===== src/hw/rtl/sckf_pkg.sv =====
// Shared types, constants and key tables for the scancode decoder with key FIFO.
`timescale 1ns / 1ps
`default_nettype none

package sckf_pkg;

  // Key FIFO geometry.
  localparam int unsigned FIFO_DEPTH = 256;
  localparam int unsigned PTR_W      = $clog2(FIFO_DEPTH);

  // Configuration register indexes.
  localparam int unsigned CFG_IDX_W = 3;
  typedef enum logic [CFG_IDX_W-1:0] {
    CFG_CODE_UP    = 3'd0,
    CFG_CODE_DOWN  = 3'd1,
    CFG_CODE_LEFT  = 3'd2,
    CFG_CODE_RIGHT = 3'd3,
    CFG_CODE_TAB   = 3'd4
  } cfg_idx_e;

  // Operation codes of an input item.
  typedef enum logic [1:0] {
    OP_SCAN  = 2'd0,
    OP_READ  = 2'd1,
    OP_FLUSH = 2'd2,
    OP_NONE  = 2'd3
  } op_e;

  // Scancode constants.
  localparam logic [7:0] SC_PREFIX  = 8'hE0;
  localparam logic [7:0] SC_LSHIFT  = 8'h2A;
  localparam logic [7:0] SC_RSHIFT  = 8'h36;
  localparam logic [7:0] SC_CTRL    = 8'h1D;
  localparam logic [7:0] SC_UP      = 8'h48;
  localparam logic [7:0] SC_DOWN    = 8'h50;
  localparam logic [7:0] SC_LEFT    = 8'h4B;
  localparam logic [7:0] SC_RIGHT   = 8'h4D;
  localparam logic [7:0] SC_TAB     = 8'h0F;
  localparam logic [7:0] SC_ENTER   = 8'h1C;
  localparam logic [7:0] SC_BKSP    = 8'h0E;
  localparam logic [7:0] CH_NEWLINE = 8'h0A;
  localparam logic [7:0] CH_BKSP    = 8'h08;
  localparam logic [7:0] CTRL_MASK  = 8'h1F;

  // Reset values of the configuration registers.
  localparam logic [7:0] RST_CODE_UP    = 8'd128;
  localparam logic [7:0] RST_CODE_DOWN  = 8'd129;
  localparam logic [7:0] RST_CODE_LEFT  = 8'd130;
  localparam logic [7:0] RST_CODE_RIGHT = 8'd131;
  localparam logic [7:0] RST_CODE_TAB   = 8'd9;

  typedef struct packed {
    logic [1:0] operation;
    logic [7:0] scancode;
    logic       foreground_active;
    logic       reader_blocked;
  } in_item_t;

  typedef struct packed {
    logic       shell_valid;
    logic [7:0] shell_char;
    logic       wake_reader;
    logic       read_valid;
    logic [7:0] read_char;
  } out_item_t;

  typedef struct packed {
    logic [7:0] code_up;
    logic [7:0] code_down;
    logic [7:0] code_left;
    logic [7:0] code_right;
    logic [7:0] code_tab;
  } cfg_t;

  // Requests from the top level to the key FIFO for one advancing item.
  typedef struct packed {
    logic       push;
    logic [7:0] wdata;
    logic       pop;
    logic       flush;
  } fifo_req_t;

  // Unshifted meaning of a make code.
  function automatic logic [7:0] plain_map(input logic [6:0] key);
    logic [7:0] c;
    c = 8'h00;
    case (key)
      7'h02: c = 8'h31; 7'h03: c = 8'h32; 7'h04: c = 8'h33; 7'h05: c = 8'h34;
      7'h06: c = 8'h35; 7'h07: c = 8'h36; 7'h08: c = 8'h37; 7'h09: c = 8'h38;
      7'h0A: c = 8'h39; 7'h0B: c = 8'h30; 7'h0C: c = 8'h2D; 7'h0D: c = 8'h3D;
      7'h10: c = 8'h71; 7'h11: c = 8'h77; 7'h12: c = 8'h65; 7'h13: c = 8'h72;
      7'h14: c = 8'h74; 7'h15: c = 8'h79; 7'h16: c = 8'h75; 7'h17: c = 8'h69;
      7'h18: c = 8'h6F; 7'h19: c = 8'h70; 7'h1A: c = 8'h5B; 7'h1B: c = 8'h5D;
      7'h1E: c = 8'h61; 7'h1F: c = 8'h73; 7'h20: c = 8'h64; 7'h21: c = 8'h66;
      7'h22: c = 8'h67; 7'h23: c = 8'h68; 7'h24: c = 8'h6A; 7'h25: c = 8'h6B;
      7'h26: c = 8'h6C; 7'h27: c = 8'h3B; 7'h28: c = 8'h27; 7'h29: c = 8'h60;
      7'h2B: c = 8'h5C; 7'h2C: c = 8'h7A; 7'h2D: c = 8'h78; 7'h2E: c = 8'h63;
      7'h2F: c = 8'h76; 7'h30: c = 8'h62; 7'h31: c = 8'h6E; 7'h32: c = 8'h6D;
      7'h33: c = 8'h2C; 7'h34: c = 8'h2E; 7'h35: c = 8'h2F; 7'h37: c = 8'h2A;
      7'h39: c = 8'h20;
      default: c = 8'h00;
    endcase
    return c;
  endfunction

  // Shifted meaning of a make code, including the keypad digits.
  function automatic logic [7:0] upper_map(input logic [6:0] key);
    logic [7:0] c;
    c = 8'h00;
    case (key)
      7'h02: c = 8'h21; 7'h03: c = 8'h40; 7'h04: c = 8'h23; 7'h05: c = 8'h24;
      7'h06: c = 8'h25; 7'h07: c = 8'h5E; 7'h08: c = 8'h26; 7'h09: c = 8'h2A;
      7'h0A: c = 8'h28; 7'h0B: c = 8'h29; 7'h0C: c = 8'h5F; 7'h0D: c = 8'h2B;
      7'h10: c = 8'h51; 7'h11: c = 8'h57; 7'h12: c = 8'h45; 7'h13: c = 8'h52;
      7'h14: c = 8'h54; 7'h15: c = 8'h59; 7'h16: c = 8'h55; 7'h17: c = 8'h49;
      7'h18: c = 8'h4F; 7'h19: c = 8'h50; 7'h1A: c = 8'h7B; 7'h1B: c = 8'h7D;
      7'h1E: c = 8'h41; 7'h1F: c = 8'h53; 7'h20: c = 8'h44; 7'h21: c = 8'h46;
      7'h22: c = 8'h47; 7'h23: c = 8'h48; 7'h24: c = 8'h4A; 7'h25: c = 8'h4B;
      7'h26: c = 8'h4C; 7'h27: c = 8'h3A; 7'h28: c = 8'h22; 7'h29: c = 8'h7E;
      7'h2B: c = 8'h7C; 7'h2C: c = 8'h5A; 7'h2D: c = 8'h58; 7'h2E: c = 8'h43;
      7'h2F: c = 8'h56; 7'h30: c = 8'h42; 7'h31: c = 8'h4E; 7'h32: c = 8'h4D;
      7'h33: c = 8'h3C; 7'h34: c = 8'h3E; 7'h35: c = 8'h3F; 7'h37: c = 8'h2A;
      7'h39: c = 8'h20;
      7'h47: c = 8'h37; 7'h48: c = 8'h38; 7'h49: c = 8'h39; 7'h4A: c = 8'h2D;
      7'h4B: c = 8'h34; 7'h4C: c = 8'h35; 7'h4D: c = 8'h36; 7'h4E: c = 8'h2B;
      7'h4F: c = 8'h31; 7'h50: c = 8'h32; 7'h51: c = 8'h33; 7'h52: c = 8'h30;
      7'h53: c = 8'h2E;
      default: c = 8'h00;
    endcase
    return c;
  endfunction

endpackage

`default_nettype wire


===== src/hw/rtl/sckf_decode.sv =====
// Scancode decoder: modifier and prefix tracking plus make code translation.
`timescale 1ns / 1ps
`default_nettype none

module sckf_decode (
  input  wire                 clk_i,
  input  wire                 rst_ni,
  input  wire                 scan_en_i,
  input  wire  [7:0]          scancode_i,
  input  sckf_pkg::cfg_t      cfg_i,
  output logic                deliver_o,
  output logic [7:0]          code_o
);

  logic shift_q, shift_d;
  logic ctrl_q, ctrl_d;
  logic prefix_q, prefix_d;
  logic [6:0] key;
  logic [7:0] base;
  logic [7:0] shifted;

  assign key     = scancode_i[6:0];
  assign base    = sckf_pkg::plain_map(key);
  assign shifted = sckf_pkg::upper_map(key);

  // Translate one scancode byte and work out the next modifier state.
  always_comb begin
    shift_d   = shift_q;
    ctrl_d    = ctrl_q;
    prefix_d  = prefix_q;
    deliver_o = 1'b0;
    code_o    = 8'h00;
    if (scancode_i == sckf_pkg::SC_PREFIX) begin
      prefix_d = 1'b1;
    end else if (scancode_i[7]) begin
      // Break code: release modifiers; a prefixed shift release is ignored.
      if (!prefix_q && ({1'b0, key} == sckf_pkg::SC_LSHIFT ||
                        {1'b0, key} == sckf_pkg::SC_RSHIFT)) begin
        shift_d = 1'b0;
      end
      if ({1'b0, key} == sckf_pkg::SC_CTRL) begin
        ctrl_d = 1'b0;
      end
      prefix_d = 1'b0;
    end else if (prefix_q) begin
      // Extended make code: right control and the arrow keys only.
      prefix_d = 1'b0;
      if (scancode_i == sckf_pkg::SC_CTRL) begin
        ctrl_d = 1'b1;
      end else if (scancode_i == sckf_pkg::SC_UP) begin
        deliver_o = 1'b1;
        code_o    = cfg_i.code_up;
      end else if (scancode_i == sckf_pkg::SC_DOWN) begin
        deliver_o = 1'b1;
        code_o    = cfg_i.code_down;
      end else if (scancode_i == sckf_pkg::SC_LEFT) begin
        deliver_o = 1'b1;
        code_o    = cfg_i.code_left;
      end else if (scancode_i == sckf_pkg::SC_RIGHT) begin
        deliver_o = 1'b1;
        code_o    = cfg_i.code_right;
      end
    end else if (scancode_i == sckf_pkg::SC_CTRL) begin
      ctrl_d = 1'b1;
    end else if (scancode_i == sckf_pkg::SC_LSHIFT ||
                 scancode_i == sckf_pkg::SC_RSHIFT) begin
      shift_d = 1'b1;
    end else if (scancode_i == sckf_pkg::SC_TAB) begin
      deliver_o = 1'b1;
      code_o    = cfg_i.code_tab;
    end else if (scancode_i == sckf_pkg::SC_ENTER) begin
      deliver_o = 1'b1;
      code_o    = sckf_pkg::CH_NEWLINE;
    end else if (scancode_i == sckf_pkg::SC_BKSP) begin
      deliver_o = 1'b1;
      code_o    = sckf_pkg::CH_BKSP;
    end else if (ctrl_q) begin
      // Control held: only letters produce a control character.
      if (base >= 8'h61 && base <= 8'h7A) begin
        deliver_o = 1'b1;
        code_o    = base & sckf_pkg::CTRL_MASK;
      end
    end else begin
      code_o    = shift_q ? shifted : base;
      deliver_o = (code_o != 8'h00);
    end
  end

  // Modifier state advances only when a scancode item passes through.
  always_ff @(posedge clk_i or negedge rst_ni) begin
    if (!rst_ni) begin
      shift_q  <= 1'b0;
      ctrl_q   <= 1'b0;
      prefix_q <= 1'b0;
    end else if (scan_en_i) begin
      shift_q  <= shift_d;
      ctrl_q   <= ctrl_d;
      prefix_q <= prefix_d;
    end
  end

endmodule

`default_nettype wire


===== src/hw/rtl/sckf_fifo.sv =====
// Ring key FIFO with a registered read port; holds one less than its depth.
`timescale 1ns / 1ps
`default_nettype none

module sckf_fifo (
  input  wire                  clk_i,
  input  wire                  rst_ni,
  input  sckf_pkg::fifo_req_t  req_i,
  output logic                 pop_hit_o,
  output logic [7:0]           rdata_o
);

  localparam int unsigned PtrW = sckf_pkg::PTR_W;

  logic [7:0]      mem [sckf_pkg::FIFO_DEPTH];
  logic [PtrW-1:0] wptr_q, wptr_d;
  logic [PtrW-1:0] rptr_q, rptr_d;
  logic [PtrW-1:0] wptr_nxt, rptr_nxt;
  logic [7:0]      rdata_q;
  logic            full, empty, do_push;

  // Pointer successors wrap at the last entry.
  assign wptr_nxt = (wptr_q == PtrW'(sckf_pkg::FIFO_DEPTH - 1)) ? '0 : wptr_q + 1'b1;
  assign rptr_nxt = (rptr_q == PtrW'(sckf_pkg::FIFO_DEPTH - 1)) ? '0 : rptr_q + 1'b1;

  assign full      = (wptr_nxt == rptr_q);
  assign empty     = (wptr_q == rptr_q);
  assign do_push   = req_i.push && !full;
  assign pop_hit_o = req_i.pop && !empty;
  assign rdata_o   = rdata_q;

  // Next pointer values for this item.
  always_comb begin
    wptr_d = wptr_q;
    rptr_d = rptr_q;
    if (do_push) begin
      wptr_d = wptr_nxt;
    end
    if (pop_hit_o) begin
      rptr_d = rptr_nxt;
    end else if (req_i.flush) begin
      rptr_d = wptr_q;
    end
  end

  always_ff @(posedge clk_i or negedge rst_ni) begin
    if (!rst_ni) begin
      wptr_q <= '0;
      rptr_q <= '0;
    end else begin
      wptr_q <= wptr_d;
      rptr_q <= rptr_d;
    end
  end

  // Storage write and registered read; a read only happens on a successful pop.
  always_ff @(posedge clk_i) begin
    if (do_push) begin
      mem[wptr_q] <= req_i.wdata;
    end
    if (pop_hit_o) begin
      rdata_q <= mem[rptr_q];
    end
  end

endmodule

`default_nettype wire


===== src/hw/rtl/scancode_decoder_with_key_fifo.sv =====
// Top level: input register, decode and FIFO service, result register.
//
// Usage: each input item carries an operation (scancode byte, read one
// buffered character, or flush), the scancode byte and two flags about the
// foreground process. Every item produces exactly one result item.
// Both channels use valid and stall; an item moves when valid is high and
// stall is low. An accepted item sits in the input register until it
// advances, is then decoded and applied to the modifier state and the
// key FIFO, and its result is held in the result register. A new item
// is accepted in every cycle while the receiver does not stall.
// Characters read from the FIFO come straight from the memory's
// registered read port.
// When the receiver stalls, the result register holds; the input register
// keeps accepting until it is full, then the input is stalled.
// Reset clears the modifiers, the FIFO pointers and both valid flags, and
// loads the configuration codes with their defaults; FIFO contents are not
// cleared. Configuration writes take effect on the next edge.
`timescale 1ns / 1ps
`default_nettype none

module scancode_decoder_with_key_fifo (
  input  wire                                    clk_i,
  input  wire                                    rst_ni,
  input  wire                                    in_valid_i,
  output logic                                   in_stall_o,
  input  sckf_pkg::in_item_t                     in_data_i,
  output logic                                   out_valid_o,
  input  wire                                    out_stall_i,
  output sckf_pkg::out_item_t                    out_data_o,
  input  wire                                    cfg_we_i,
  input  wire  [sckf_pkg::CFG_IDX_W-1:0]         cfg_idx_i,
  input  wire  [7:0]                             cfg_data_i
);

  sckf_pkg::cfg_t      cfg_q;
  sckf_pkg::in_item_t  in_q;
  logic                in_valid_q;
  logic                out_valid_q;
  logic                shell_valid_q, shell_valid_d;
  logic [7:0]          shell_char_q, shell_char_d;
  logic                wake_q, wake_d;
  logic                read_valid_q;
  logic                advance;
  logic                scan_en;
  logic                deliver;
  logic [7:0]          code;
  logic                pop_hit;
  logic [7:0]          rdata;
  sckf_pkg::fifo_req_t fifo_req;
  sckf_pkg::op_e       op;

  // Configuration registers.
  always_ff @(posedge clk_i or negedge rst_ni) begin
    if (!rst_ni) begin
      cfg_q.code_up    <= sckf_pkg::RST_CODE_UP;
      cfg_q.code_down  <= sckf_pkg::RST_CODE_DOWN;
      cfg_q.code_left  <= sckf_pkg::RST_CODE_LEFT;
      cfg_q.code_right <= sckf_pkg::RST_CODE_RIGHT;
      cfg_q.code_tab   <= sckf_pkg::RST_CODE_TAB;
    end else if (cfg_we_i) begin
      unique case (cfg_idx_i)
        sckf_pkg::CFG_CODE_UP:    cfg_q.code_up    <= cfg_data_i;
        sckf_pkg::CFG_CODE_DOWN:  cfg_q.code_down  <= cfg_data_i;
        sckf_pkg::CFG_CODE_LEFT:  cfg_q.code_left  <= cfg_data_i;
        sckf_pkg::CFG_CODE_RIGHT: cfg_q.code_right <= cfg_data_i;
        sckf_pkg::CFG_CODE_TAB:   cfg_q.code_tab   <= cfg_data_i;
        default: ;
      endcase
    end
  end

  // Pipeline flow: the stored item advances when the result slot frees up.
  assign advance    = in_valid_q && (!out_valid_q || !out_stall_i);
  assign in_stall_o = in_valid_q && !advance;

  // Input register.
  always_ff @(posedge clk_i or negedge rst_ni) begin
    if (!rst_ni) begin
      in_valid_q <= 1'b0;
    end else if (!in_stall_o) begin
      in_valid_q <= in_valid_i;
    end
  end

  always_ff @(posedge clk_i) begin
    if (in_valid_i && !in_stall_o) begin
      in_q <= in_data_i;
    end
  end

  assign op      = sckf_pkg::op_e'(in_q.operation);
  assign scan_en = advance && (op == sckf_pkg::OP_SCAN);

  sckf_decode u_decode (
    .clk_i      (clk_i),
    .rst_ni     (rst_ni),
    .scan_en_i  (scan_en),
    .scancode_i (in_q.scancode),
    .cfg_i      (cfg_q),
    .deliver_o  (deliver),
    .code_o     (code)
  );

  // Route a decoded character to the shell or to the key FIFO (foreground codes with bit 7 set are dropped).
  always_comb begin
    shell_valid_d  = 1'b0;
    shell_char_d   = 8'h00;
    wake_d         = 1'b0;
    fifo_req.push  = 1'b0;
    fifo_req.wdata = code;
    fifo_req.pop   = advance && (op == sckf_pkg::OP_READ);
    fifo_req.flush = advance && (op == sckf_pkg::OP_FLUSH);
    if (scan_en && deliver) begin
      if (!in_q.foreground_active) begin
        shell_valid_d = 1'b1;
        shell_char_d  = code;
      end else if (!code[7]) begin
        fifo_req.push = 1'b1;
        wake_d        = in_q.reader_blocked;
      end
    end
  end

  sckf_fifo u_fifo (
    .clk_i     (clk_i),
    .rst_ni    (rst_ni),
    .req_i     (fifo_req),
    .pop_hit_o (pop_hit),
    .rdata_o   (rdata)
  );

  // Result register.
  always_ff @(posedge clk_i or negedge rst_ni) begin
    if (!rst_ni) begin
      out_valid_q <= 1'b0;
    end else if (advance) begin
      out_valid_q <= 1'b1;
    end else if (!out_stall_i) begin
      out_valid_q <= 1'b0;
    end
  end

  always_ff @(posedge clk_i) begin
    if (advance) begin
      shell_valid_q <= shell_valid_d;
      shell_char_q  <= shell_char_d;
      wake_q        <= wake_d;
      read_valid_q  <= pop_hit;
    end
  end

  assign out_valid_o            = out_valid_q;
  assign out_data_o.shell_valid = shell_valid_q;
  assign out_data_o.shell_char  = shell_char_q;
  assign out_data_o.wake_reader = wake_q;
  assign out_data_o.read_valid  = read_valid_q;
  assign out_data_o.read_char   = read_valid_q ? rdata : 8'h00;

endmodule

`default_nettype wire

===== config.mk =====
export PLATFORM = sky130hd
export DESIGN_NAME = scancode_decoder_with_key_fifo
export DESIGN_NICKNAME = d
export VERILOG_FILES = /design/src/hw/rtl/sckf_pkg.sv /design/src/hw/rtl/sckf_decode.sv /design/src/hw/rtl/sckf_fifo.sv /design/src/hw/rtl/scancode_decoder_with_key_fifo.sv
export SDC_FILE = /design/constraint.sdc
export NUM_CORES = 2
export LEC_CHECK = 0
export BUFFER_PORTS_ARGS = -buffer_cell sky130_fd_sc_hd__buf_2
export CORE_MARGIN = 2
export CORE_UTILIZATION = 42
export CTS_CLUSTER_DIAMETER = 50
export CTS_CLUSTER_SIZE = 14
export DETAILED_ROUTE_END_ITERATION = 8
export HOLD_SLACK_MARGIN = 0.12
export MAX_ROUTING_LAYER = met4
export PLACE_DENSITY_LB_ADDON = 0.25
export SLEW_MARGIN = 20
export SYNTH_ARGS = -nofsm -noshare
export SYNTH_HDL_FRONTEND = slang
export SYNTH_SLANG_ARGS = --single-unit

===== constraint.sdc =====
create_clock -name clk_i -period 11.54 [get_ports clk_i]
set_clock_uncertainty 0.1 [all_clocks]
set_input_delay 1.154 -clock clk_i [delete_from_list [all_inputs] [get_ports clk_i]]
set_output_delay 1.154 -clock clk_i [all_outputs]
set_load 0.03 [all_outputs]

==> results.md <==
- P_sw: between 6000 and 7000 uW
- Initial Util: 0.423
- Mapped cell area: between 80000 and 90000 um2
- Routability Congestion: approximately 0.91
- Post-CTS setup buffers: 0
- PD cells: ~210 nW/um2
- TNS Setup: 0 ns
- Hold Crit Depth: 1
- Unrepaired setup endpoints after global routing: false
- Crit path arrival time: ~6 ns
- Commonest non-fill, non-tap cells in the layout: 2079 x edfxtp_1, 380 x mux2i_1, 336 x mux4_2
- Max-Cap Viols: 0
- Worst slew margin: 0.183
- GRT Total Usage: 0.228
- CTS buffer count: 201
- R2R setup slack: around 5.9 ns
- Endpoints failing setup: 0
- Global-route wire length before repair: between 300000 and 400000 um
- Post-synthesis net count: just under 5000
- Critical Path End Type: flip-flop
- Synth-to-layout area growth: 11.3%
- Yosys warns: 0
- Final Slew Violations: 0
- Detail Route Antenna Nets: 0
- Die W: between 400 and 500 um
- Seq cells post-synth: 2154
- Nature of the critical path startpoint: flip-flop
- Clock insertion delay at the later pin of the skew report: roughly 0.85 ns
- Hold-fix buffers, CTS: 0
- Grt ovf: 0
- Switching Share: 0.303
- Worst-path clk slew: ~0.06 ns
- CTS tree: yes
- Initial antenna violation count: 7
- Achievable Freq: approximately 180 MHz
- Sequential share of power: 0.435
- Layout Nets: roughly 4800
- WHS Endpoint: in_q[2]
- WS Path Type: reg2reg
- Iter 0 DRT Violations: around 6100
- Required @ worst endpoint: approximately 12 ns
- Overall power: a little over 20000 uW
- Final worst-path cycle share: 0.485
- Placed insts: between 7000 and 8000
- Max stage delay cell, worst path: nor4_1
- Vias in the first global route: approximately 45000
- Routed WL: between 200000 and 250000 um
- Total core area: a little over 200000 um2
- Num ports: 49
- Maximum clock path buffer count: 3
- Largest net degree at the start of global routing: approximately 180
- HPWL after DPL: approximately 140000 um
- Post-synth top flop: edfxtp_1
- DR DRC count: 0
- Final hold vios: 0
- P_leak: just over 0.03 uW
- Slew @ Worst Pin: around 1.2 ns
- Status: complete, no violations
- CP peak stage delay: ~1.1 ns
- Peak supply drop: around 200 uV
- Drt wl/cell: just over 30 um
- Max FO, Critical Path: 43
- DIE AREA: 210000 um2
- Hold WC Path Type: in2reg
- Reg-to-reg startpoint: u_fifo.rptr_q[0]
- CTS resizes: 0
- H-tree Lvls: 4
- Register area share after synthesis: 0.741
- Post-synth EDFFs: slightly above 2000
- Finished Layout Cells: about 7600
- Root buffer cell: clkbuf_16
- Post-Synthesis Cells: roughly 4800
- CTS Sinks: between 2000 and 2500
- Placed Area: 89900 um2
- Avg Inst Size Synth: 18.2 um2
- Async set-reset flop share out of synthesis: 0.0283
- Combinational power share: 0.243
- Clk network pwr share: 0.322
- Via count: between 40000 and 50000
- Final worst setup slack: 5.94 ns
- First-pass iteration count of the detailed router: 5
- Netlist cell types: 84
- Internal power: about 14000 uW
- # rows: 166
- CP startpoint: u_fifo.rptr_q[0]
- Layout cell share with drive strength beyond 1: 0.187
- Crit Reg-Reg Endpoint: u_fifo.rdata_o[6]
- Worst R2R Path Depth: 7
- Die Ht: between 400 and 500 um
- PortBufs: 48
- Critical Path, Cell by Cell: buf_4, buf_4, mux4_2, o21ai_0, a2111oi_0, nor4b_1, nor4_1
- Finished Cell Area: 96500 um2
- DR vias/cell: approximately 6.1
- Pre-CTS WS: between 5 and 6 ns
- Min Clock Period, post-route: 5.60 ns
- Min-Delay Startpoint: in_data_i[2]
- Most common cell after layout, fill and taps aside: edfxtp_1
- Critical path's most frequent cell: buf_4
## kinds of logic after synthesis
kind of cell    share of synthesized area
xor+xnor                          0.00172
buf+inv                            0.0174
fa+ha+maj                         0.00216
compound gates                     0.0511
mux                                 0.140
flops                               0.741
simple gates                       0.0470
## cell type report
class                           count  area (um2)
Antenna cell                        5        12.5
Clock buffer                      228        5220
Multi-Input combinational cell   2267       21200
Inverter                           26         113
Clock inverter                    102        1230
Tap cell                         2688        3360
Timing Repair Buffer              139        1120
Sequential cell                  2154       64300
Fill cell                       16900      108000
## per-layer routing
layer / global-route usage / part of all wire / vias to the layer above
met1: 0.326 / 0.43 / 24600
met5: - / 0 / -
li1: - / - / 19500
met2: 0.344 / 0.47 / 2143
met4: 0.0598 / 0.026 / 0
met3: 0.0336 / 0.077 / 338
## power by group through the flow
| stage | combinational (uW) | clock, uW | sequential, uW |
|---|---|---|---|
| 2_1_floorplan | 3440 | 0 | 9050 |
| 3_3_place_gp | 4970 | 0 | 9100 |
| 3_5_place_dp | 4980 | 0 | 9100 |
| 4_1_cts | 4990 | 6680 | 8940 |
| 5_1_grt | 5220 | 6970 | 8940 |
| 6_report | 4990 | 6610 | 8940 |
## critical path: cells and delay by family, from the launching register on
kind                   cells  cell delay, ns
AND/OR/NAND/NOR            2            1.36
buffers and inverters      2            1.52
AO/OA/AOI/OAI              2            0.98
multiplexers               1            0.36
flip-flops                 1            0.83
## worst max path at each step
stage / cells past startpoint / to
finish: 7 / u_fifo.rdata_o[6]
global route: 10 / u_fifo.mem[163][3]
CTS: 7 / u_fifo.rdata_o[6]
detailed placement: 7 / u_fifo.rdata_o[6]
global placement: 7 / u_fifo.rdata_o[6]
floorplan: 6 / u_fifo.mem[0][1]
## flip-flops by register name (all words and copies together), names as in the netlist, 2 cells and up, named ones only
register and flops:
u_fifo.wptr_q 8, u_fifo.rptr_q 8, u_fifo.mem 2048, shell_char_q 8
in_q 10, u_decode.shifted 7, cfg_q 40, u_fifo.rdata_o 8
op 2
## synthesized netlist by cell type, drive strengths merged, types with 9 or more instances
cell	n	area, um2
nor4	40	250
a2111oi	23	201
a222oi	9	90.1
or3	14	87.6
o21ai	80	400
nand4	27	325
nor2b	18	113
and2	21	131
a221o	10	100
buf	138	762
nand2	139	522
o2111ai	9	78.8
dfrtp	51	1280
edfxtp	2079	62400
nor3b	12	90.1
o221ai	150	1310
mux2	67	754
or4	9	67.6
clkbuf	174	653
nand3	42	210
nor3	108	541
dfstp	10	263
nand2b	12	75.1
mux4	336	7570
dfxtp	14	280
inv	24	90.1
o211ai	22	165
a21oi	137	686
o22ai	68	425
mux2i	380	3800
o31ai	10	75.1
a211oi	25	188
ha	15	188
xnor2	9	78.8
nor2	332	1250
and3	11	68.8
## stage by stage
stage / hold slack [ns] / util
2_1_floorplan: 0.357 / -
3_3_place_gp: 0.390 / 0.439
3_5_place_dp: 0.388 / 0.439
4_1_cts: 0.349 / 0.470
5_1_grt: 0.366 / 0.471
6_report: 0.397 / 0.471
Power figures use the tool's default switching activity.
